==> src/rtl/core/ldsw_pkg.sv <==
// ----------------------------------------------------------------------------
// ldsw_pkg
// Shared types, constants and segment lookup for the decimal segment writer.
// ----------------------------------------------------------------------------
package ldsw_pkg;

  // Display geometry.
  localparam int POSITIONS         = 6;
  localparam int ROWS              = 4;
  localparam int DIGIT_COUNT_DEF   = 6;
  localparam int VALUE_W           = 32;
  localparam int ADDR_W            = 5;
  localparam int BYTE_W            = 8;
  localparam int POS_W             = $clog2(POSITIONS);
  localparam int ROW_W             = $clog2(ROWS);
  localparam int PAIR_W            = 2;

  // Digit code for an empty position.
  localparam logic [3:0] BLANK_CODE = 4'd10;

  // Reciprocal of ten: floor(v / 10) == (v * RECIP_TEN) >> RECIP_SHIFT for any 32-bit v.
  localparam logic [VALUE_W-1:0] RECIP_TEN   = 32'hCCCC_CCCD;
  localparam int                 RECIP_SHIFT = 35;

  // Last row and last pair of one update burst.
  localparam logic [ROW_W-1:0]  LAST_ROW  = 2'd3;
  localparam logic [PAIR_W-1:0] LAST_PAIR = 2'd2;

  // Commands from the controller to the datapath.
  typedef struct packed {
    logic              load;      // capture a new value and blank all positions
    logic              mul;       // form the quotient by ten
    logic              wr_digit;  // store the remainder digit, step to the quotient
    logic              emit;      // produce one register byte
    logic              last;      // this byte is the final one of the update
    logic [POS_W-1:0]  dig_pos;   // position that receives the digit
    logic [ROW_W-1:0]  row;       // LCD row of the byte being produced
    logic [PAIR_W-1:0] pair;      // digit pair of the byte being produced
  } dp_cmd_t;

  // Status from the datapath to the controller.
  typedef struct packed {
    logic neg;   // value held is negative
    logic zero;  // value held is zero
  } dp_stat_t;

  // Segment pattern of a decimal digit, one byte per row with the top row high.
  function automatic logic [31:0] seg_pattern(input logic [3:0] code);
    logic [31:0] pat;
    case (code)
      4'd0:    pat = 32'h0105_0501;
      4'd1:    pat = 32'h0801_0100;
      4'd2:    pat = 32'h0101_0E01;
      4'd3:    pat = 32'h0101_0901;
      4'd4:    pat = 32'h0005_0B00;
      4'd5:    pat = 32'h0104_0B01;
      4'd6:    pat = 32'h0104_0F01;
      4'd7:    pat = 32'h0900_0004;
      4'd8:    pat = 32'h0105_0F01;
      4'd9:    pat = 32'h0105_0B01;
      default: pat = 32'h0000_0000;
    endcase
    return pat;
  endfunction

  // Four-bit segment nibble of a digit code on one row.
  function automatic logic [3:0] row_nibble(input logic [3:0] code,
                                            input logic [ROW_W-1:0] row);
    logic [31:0] pat;
    logic [3:0]  nib;
    pat = seg_pattern(code);
    case (row)
      2'd0:    nib = pat[27:24];
      2'd1:    nib = pat[19:16];
      2'd2:    nib = pat[11:8];
      2'd3:    nib = pat[3:0];
      default: nib = 4'h0;
    endcase
    return nib;
  endfunction

endpackage

==> src/rtl/core/ldsw_ctrl.sv <==
// ----------------------------------------------------------------------------
// ldsw_ctrl
// Sequencer: digit extraction loop followed by the twelve-byte output burst.
// ----------------------------------------------------------------------------
module ldsw_ctrl import ldsw_pkg::*; #(
  parameter int DIGIT_COUNT = DIGIT_COUNT_DEF
) (
  input  logic     clk,
  input  logic     rst_n,
  input  logic     start,
  output logic     busy,
  input  dp_stat_t stat,
  output dp_cmd_t  cmd
);

  localparam int CNT_W = $clog2(DIGIT_COUNT + 1);

  localparam logic [1:0] ST_IDLE = 2'd0;
  localparam logic [1:0] ST_MUL  = 2'd1;
  localparam logic [1:0] ST_SUB  = 2'd2;
  localparam logic [1:0] ST_EMIT = 2'd3;

  logic [1:0]        state_r, state_nxt;
  logic [CNT_W-1:0]  cnt_r, cnt_nxt;
  logic              first_r, first_nxt;
  logic [ROW_W-1:0]  row_r, row_nxt;
  logic [PAIR_W-1:0] pair_r, pair_nxt;
  logic              last_byte;

  assign busy      = (state_r != ST_IDLE);
  assign last_byte = (row_r == LAST_ROW) && (pair_r == LAST_PAIR);

  // Next-state and counter logic.
  always_comb begin
    state_nxt = state_r;
    cnt_nxt   = cnt_r;
    first_nxt = first_r;
    row_nxt   = row_r;
    pair_nxt  = pair_r;
    case (state_r)
      ST_IDLE: begin
        if (start) begin
          state_nxt = ST_MUL;
          cnt_nxt   = CNT_W'(DIGIT_COUNT);
          first_nxt = 1'b1;
          row_nxt   = '0;
          pair_nxt  = '0;
        end
      end
      ST_MUL: begin
        // A zero value still gets one digit on the first pass.
        if (stat.neg || (stat.zero && !first_r) || (cnt_r == '0)) begin
          state_nxt = ST_EMIT;
        end else begin
          state_nxt = ST_SUB;
        end
      end
      ST_SUB: begin
        state_nxt = ST_MUL;
        cnt_nxt   = cnt_r - CNT_W'(1);
        first_nxt = 1'b0;
      end
      ST_EMIT: begin
        if (pair_r == LAST_PAIR) begin
          pair_nxt = '0;
          row_nxt  = row_r + ROW_W'(1);
        end else begin
          pair_nxt = pair_r + PAIR_W'(1);
        end
        if (last_byte) begin
          state_nxt = ST_IDLE;
        end
      end
      default: begin
        state_nxt = ST_IDLE;
      end
    endcase
  end

  // Commands to the datapath.
  always_comb begin
    cmd          = '0;
    cmd.load     = (state_r == ST_IDLE) && start;
    cmd.mul      = (state_r == ST_MUL);
    cmd.wr_digit = (state_r == ST_SUB);
    cmd.emit     = (state_r == ST_EMIT);
    cmd.last     = (state_r == ST_EMIT) && last_byte;
    cmd.dig_pos  = POS_W'(cnt_r - CNT_W'(1));
    cmd.row      = row_r;
    cmd.pair     = pair_r;
  end

  // Control registers.
  always_ff @(posedge clk) begin
    if (!rst_n) begin
      state_r <= ST_IDLE;
      cnt_r   <= '0;
      first_r <= 1'b0;
      row_r   <= '0;
      pair_r  <= '0;
    end else begin
      state_r <= state_nxt;
      cnt_r   <= cnt_nxt;
      first_r <= first_nxt;
      row_r   <= row_nxt;
      pair_r  <= pair_nxt;
    end
  end

endmodule

==> src/rtl/core/ldsw_datapath.sv <==
// ----------------------------------------------------------------------------
// ldsw_datapath
// Divide-by-ten digit extraction, digit code storage and output byte register.
// ----------------------------------------------------------------------------
module ldsw_datapath import ldsw_pkg::*; (
  input  logic                clk,
  input  logic                rst_n,
  input  logic [VALUE_W-1:0]  in_value,
  input  dp_cmd_t             cmd,
  output dp_stat_t            stat,
  output logic                out_valid,
  output logic [ADDR_W-1:0]   out_reg_address,
  output logic [BYTE_W-1:0]   out_reg_byte,
  output logic                out_last_write
);

  logic [VALUE_W-1:0]   val_r, val_nxt;
  logic [VALUE_W-1:0]   quo_r, quo_nxt;
  logic [2*VALUE_W-1:0] prod;
  logic [3:0]           ten_q_lo;
  logic [3:0]           digit;
  logic [3:0]           codes_r   [POSITIONS];
  logic [3:0]           codes_nxt [POSITIONS];
  logic [ADDR_W-1:0]    addr_calc;
  logic [BYTE_W-1:0]    byte_calc;
  logic                 valid_r;
  logic [ADDR_W-1:0]    addr_r;
  logic [BYTE_W-1:0]    byte_r;
  logic                 last_r;

  assign stat.neg  = val_r[VALUE_W-1];
  assign stat.zero = (val_r == '0);

  // Quotient by ten through the reciprocal multiply.
  assign prod = {{VALUE_W{1'b0}}, val_r} * {{VALUE_W{1'b0}}, RECIP_TEN};

  // The remainder is below ten, so four low bits of v - 10q are enough.
  assign ten_q_lo = {quo_r[0], 3'b000} + {quo_r[2:0], 1'b0};
  assign digit    = val_r[3:0] - ten_q_lo;

  // Value and quotient registers.
  always_comb begin
    val_nxt = val_r;
    quo_nxt = quo_r;
    if (cmd.load) begin
      val_nxt = in_value;
    end else if (cmd.wr_digit) begin
      val_nxt = quo_r;
    end
    if (cmd.mul) begin
      quo_nxt = VALUE_W'(prod >> RECIP_SHIFT);
    end
  end

  // Digit codes: blanked on load, written per digit, rotated by one pair per byte.
  always_comb begin
    for (int i = 0; i < POSITIONS; i++) begin
      codes_nxt[i] = codes_r[i];
      if (cmd.load) begin
        codes_nxt[i] = BLANK_CODE;
      end else if (cmd.wr_digit && (cmd.dig_pos == POS_W'(i))) begin
        codes_nxt[i] = digit;
      end else if (cmd.emit) begin
        codes_nxt[i] = codes_r[(i + 2) % POSITIONS];
      end
    end
  end

  // Output byte: register row*5 + pair, even position in the low nibble.
  assign addr_calc = {1'b0, cmd.row, 2'b00} + {3'b000, cmd.row} + {3'b000, cmd.pair};
  assign byte_calc = {row_nibble(codes_r[1], cmd.row), row_nibble(codes_r[0], cmd.row)};

  // Payload registers.
  always_ff @(posedge clk) begin
    val_r <= val_nxt;
    quo_r <= quo_nxt;
    for (int i = 0; i < POSITIONS; i++) begin
      codes_r[i] <= codes_nxt[i];
    end
    if (cmd.emit) begin
      addr_r <= addr_calc;
      byte_r <= byte_calc;
    end
  end

  // Output strobe and last-byte flag.
  always_ff @(posedge clk) begin
    if (!rst_n) begin
      valid_r <= 1'b0;
      last_r  <= 1'b0;
    end else begin
      valid_r <= cmd.emit;
      last_r  <= cmd.last;
    end
  end

  assign out_valid       = valid_r;
  assign out_reg_address = addr_r;
  assign out_reg_byte    = byte_r;
  assign out_last_write  = last_r;

endmodule

==> src/rtl/core/lcd_decimal_segment_writer.sv <==
// ----------------------------------------------------------------------------
// lcd_decimal_segment_writer
// Converts a signed number to six right-aligned decimal digits and emits the
// twelve LCD data register bytes that show it.
// ----------------------------------------------------------------------------
// A value is taken when start is high and busy is low. The block then peels off
// one decimal digit per pass (a reciprocal multiply by one tenth, then a
// remainder step), for at most DIGIT_COUNT digits; a negative value skips
// this and a zero value takes one digit. After that it presents twelve bytes
// back to back, each marked by out_valid, in register order
// 0,1,2,5,6,7,10,11,12,15,16,17, with out_last_write on the twelfth. busy
// drops as the final byte is loaded into the output register, so the next
// value can be taken while it is shown. Results cannot be stalled: each byte
// is valid for exactly one cycle and must be captured then.
// ----------------------------------------------------------------------------
module lcd_decimal_segment_writer import ldsw_pkg::*; #(
  parameter int DIGIT_COUNT = DIGIT_COUNT_DEF
) (
  input  logic                clk,
  input  logic                rst_n,
  input  logic                start,
  output logic                busy,
  input  logic signed [VALUE_W-1:0] in_value,
  output logic                out_valid,
  output logic [ADDR_W-1:0]   out_reg_address,
  output logic [BYTE_W-1:0]   out_reg_byte,
  output logic                out_last_write
);

  dp_cmd_t  cmd;
  dp_stat_t stat;

  // Sequencer.
  ldsw_ctrl #(
    .DIGIT_COUNT (DIGIT_COUNT)
  ) u_ctrl (
    .clk   (clk),
    .rst_n (rst_n),
    .start (start),
    .busy  (busy),
    .stat  (stat),
    .cmd   (cmd)
  );

  // Arithmetic and output registers.
  ldsw_datapath u_dp (
    .clk             (clk),
    .rst_n           (rst_n),
    .in_value        (in_value),
    .cmd             (cmd),
    .stat            (stat),
    .out_valid       (out_valid),
    .out_reg_address (out_reg_address),
    .out_reg_byte    (out_reg_byte),
    .out_last_write  (out_last_write)
  );

endmodule

==> config.mk <==
export PLATFORM = sky130hd
export DESIGN_NAME = lcd_decimal_segment_writer
export DESIGN_NICKNAME = d
export VERILOG_FILES = /design/src/rtl/core/ldsw_pkg.sv /design/src/rtl/core/ldsw_ctrl.sv /design/src/rtl/core/ldsw_datapath.sv /design/src/rtl/core/lcd_decimal_segment_writer.sv
export SDC_FILE = /design/constraint.sdc
export NUM_CORES = 1
export LEC_CHECK = 0
export ABC_AREA = 0
export BUFFER_PORTS_ARGS = -buffer_cell sky130_fd_sc_hd__buf_2
export CAP_MARGIN = 25
export CORE_AREA = 2 2 235 237
export DETAILED_ROUTE_END_ITERATION = 6
export DIE_AREA = 0 0 237 239
export HOLD_SLACK_MARGIN = 0.15
export PLACE_DENSITY = 0.67
export SYNTH_ARGS = -nofsm -noshare
export SYNTH_HDL_FRONTEND = slang
export SYNTH_HIERARCHICAL = 1
export SYNTH_SLANG_ARGS = --single-unit
export TNS_END_PERCENT = 5
==> constraint.sdc <==
create_clock -name clk -period 18.4 [get_ports clk]
set_clock_uncertainty 0.15 [all_clocks]
set_input_delay 0.92 -clock clk [delete_from_list [all_inputs] [get_ports clk]]
set_output_delay 0.92 -clock clk [all_outputs]
set_load 0.01 [all_outputs]
==> reports/results.md <==
| Item | Reported | Unit |
|---|---|---|
| Root buffer cell | clkbuf_16 | - |
| Final critical path time including I/O delays and setup | 8640 | ps |
| Global route overflow | 0 | - |
| Nets@finish | 2,950 | - |
| Number of antenna cells inserted | 0 | - |
| Number of input and output port buffers inserted | 50 | - |
| Die width | 237 | um |
| Maximum Capacitance Violations | 0 | - |
| CTS Buf Count | 9 | - |
| H-Tree Depth | 3 | - |
| Reg-to-reg slack, setup | 9760 | ps |
| Iteration-0 DRC count of the detailed router | 990 | - |
| Share of final-layout standard cells stronger than drive strength 1 | 6.19 | % |
| CP endpoint | u_dp/quo_r[20] | - |
| Row count | 86 | - |
| Largest driver fanout on the critical path | 7 | - |
| Aggregate global-route resource usage | 23.6 | % |
| Initial core utilization | 40.5 | % |
| Synthesized Nets | 2,914 | - |
| Antenna Violating Nets Remaining | 0 | - |
| Antenna violations before repair | 0 | - |
| Final setup violation count | 0 | - |
| Type of the most critical hold path | reg -> reg | - |
| Capture point of the worst reg-to-reg path | u_dp/quo_r[20] | - |
| Die height | 239 | um |
| Number of DRC violations after detailed routing | 0 | - |
| Cells after synthesis | 2,107 | - |
| Number of global-route vias before repair | 16,383 | - |
| Number of max-slew violations in the final report | 0 | - |
| Routed wire per std cell | 22.6 | um |
| Least-Margin Pin Slew | 1040 | ps |
| Number of hold-slack violations in the final timing report | 0 | - |
| Most common cell after layout, fill and taps aside | inv_1 | - |
| Startpoint of the worst register-to-register path | u_dp/val_r[9] | - |
| Full die area | 56,600 | um^2 |
| Commonest non-fill, non-tap cells in the layout | 569 x inv_1, 387 x fa_1, 385 x ha_1, 74 x edfxtp_1 | - |
| Portion of the post-synthesis area used by sequential elements | 13.4 | % |
| Max clock buf depth | 2 | - |
| Sinks on Clock Net | 110 | - |
| Flop and latch count out of synthesis | 110 | - |
| CTS-repair resized insts | 0 | - |
| Setup repair after global routing missed its margin | no | - |
| HPWL reported at the end of detailed placement | 56,800 | um |
| Detailed-route wire length | 64,600 | um |
| Category of the worst setup path capture point | flop | - |
| Yosys Warn Count | 6 | - |
| Most instantiated flip-flop cell in the synthesis netlist | edfxtp_1 | - |
| Data required time at the worst endpoint | 18,400 | ps |
| Total vias in the final route | 14,976 | - |
| FF-to-FF path depth | 21 | - |
| Outcome | complete, no violations | - |
| Last weighted congestion value of the routability-driven placer | 0.945 | - |
| Netlist area before placement | 22,000 | um^2 |
| CTS tree | yes | - |
| Number of different library cells in the post-synthesis netlist | 72 | - |
| Synthesis-to-finish area growth | 6.40 | % |
| Total Negative Setup Slacks | 0 | ps |
| Clock latency on the worst-skew pair | 410 | ps |
| Tcrit/Tclk final | 47.0 | % |
| Largest net degree at the start of global routing | 40 | - |
| Path type of the worst setup path | reg -> reg | - |
| Hold Path Depth | 1 | - |
| Vias per std cell | 5.25 | - |
| Maximum operating frequency | 116 | MHz |
| Worst-path clk slew | 110 | ps |
| DR pass1 iterations | 6 | - |
| Critical Path Start | u_dp/val_r[9] | - |
| Number of post-CTS setup repair buffers | 0 | - |
| Number of flops mapped to enable cells by yosys | 74 | - |
| Async set-or-reset flop fraction in the synthesized netlist | 0 | % |
| I/O Pins | 51 | - |
| Hold Buf Count CTS | 0 | - |
| Global-route wire length before repair | 99,100 | um |
| WP data arrival | 8640 | ps |
| Max-slew headroom | 29.7 | % |
| Worst Setup Start Kind | flop | - |
| Core Area | 54,300 | um^2 |
| Avg Inst Size Synth | 10.4 | um^2 |
==> state kept, by name (all words and copies together), names as in the netlist, 2 cells and up <==
register,cells
u_ctrl/cnt_r,3
u_dp/out_reg_byte,8
u_ctrl/pair_r,2
u_ctrl/row_r,2
u_dp/out_reg_address,5
u_dp/val_r,32
u_ctrl/state_r,2
u_dp/quo_r,29
u_dp/codes_r,24
==> metrics by stage <==
step                      setup WS, ps  hold WS, ps  cells  instance area (um^2)  utilization (%)
after floorplan                  11500          290   2107                 22000                -
after global placement            9920          298   2833                 23000             42.4
after detailed placement          9840          306   2833                 23000             42.4
after CTS                         9830          327   2849                 23400             43.0
after global routing              9510          376   2852                 23400             43.1
final                             9760          327   2852                 23400             43.1
==> worst max-delay path, stage by stage (launching register included) <==
cell	delay (ps)
edfxtp_1	740
ha_1	520
inv_1	170
fa_1	550
inv_1	60
fa_1	500
inv_1	70
fa_1	510
inv_1	60
fa_1	560
fa_1	440
fa_1	530
fa_1	440
ha_1	430
nand4_1	300
nand4b_1	300
a311oi_1	740
o311a_2	330
o21ai_4	130
o31ai_1	450
a21boi_0	190
xnor2_1	170
==> Yosys cell counts, types with 7 or more instances <==
library cell,n,area [um^2]
edfxtp_1,74,2220
o211ai_1,8,60.1
xor2_1,42,368
nor2_1,51,191
a21o_1,36,270
o21bai_1,10,75.1
clkbuf_1,26,97.6
fa_1,387,7750
nand3_1,12,60.1
nand2b_1,13,81.3
or2_2,16,100
nand4_1,16,100
o21a_1,7,52.6
a21oi_1,64,320
o21ai_0,35,175
a211oi_1,23,173
nor3_1,10,50.1
dfxtp_1,36,721
and2_1,14,87.6
mux2i_1,41,410
inv_1,569,2140
nand2_1,64,240
xnor2_1,42,368
mux2_2,29,327
nor2b_1,11,68.8
ha_1,385,4820
==> final cells by class <==
| class | count | area [um^2] |
|---|---|---|
| flip-flops and latches | 110 | 2940 |
| fillers | 5160 | 30900 |
| clock buffers | 9 | 225 |
| clock inverters | 7 | 96.3 |
| well taps | 704 | 881 |
| inverters | 571 | 2140 |
| repair buffers | 56 | 324 |
| multi-input cells | 1395 | 16800 |
==> worst min-delay path by stage <==
stage                      endpoint  slack [ps]             from
floorplan           u_ctrl/cnt_r[1]         290  u_ctrl/cnt_r[1]
CTS                 u_ctrl/cnt_r[1]         330  u_ctrl/cnt_r[1]
global placement    u_ctrl/cnt_r[1]         300  u_ctrl/cnt_r[1]
detailed placement  u_ctrl/cnt_r[1]         310  u_ctrl/cnt_r[1]
finish              u_ctrl/cnt_r[1]         330  u_ctrl/cnt_r[1]
global route        u_ctrl/cnt_r[1]         380  u_ctrl/cnt_r[1]
==> per-layer routing <==
metal	wire (um)	global-route usage [%]	share of wire, %	vias up
met4	3200	10.6	5.0	0
li1	-	-	-	6761
met5	0	0	0	-
met2	31400	40.6	49	396
met1	27500	30.6	43	7693
met3	2490	1.95	3.9	126
==> cells by family (layout without fill, tap and decap cells) <==
kind of cell,count (synthesis),after routing,synth area share (%)
AOI/OAI and AO/OA,231,231,7.01
xor gates and xnor gates,84,84,3.34
adders and majority gates,772,772,57.1
buffers and inverters,602,643,10.3
DFF,110,110,13.4
muxes,70,70,3.35
and+or+nand+nor,238,238,5.51
Power is left out: the tool's default activity adds up to more than one toggle a clock period on the data nets, which glitch-free logic cannot reach.
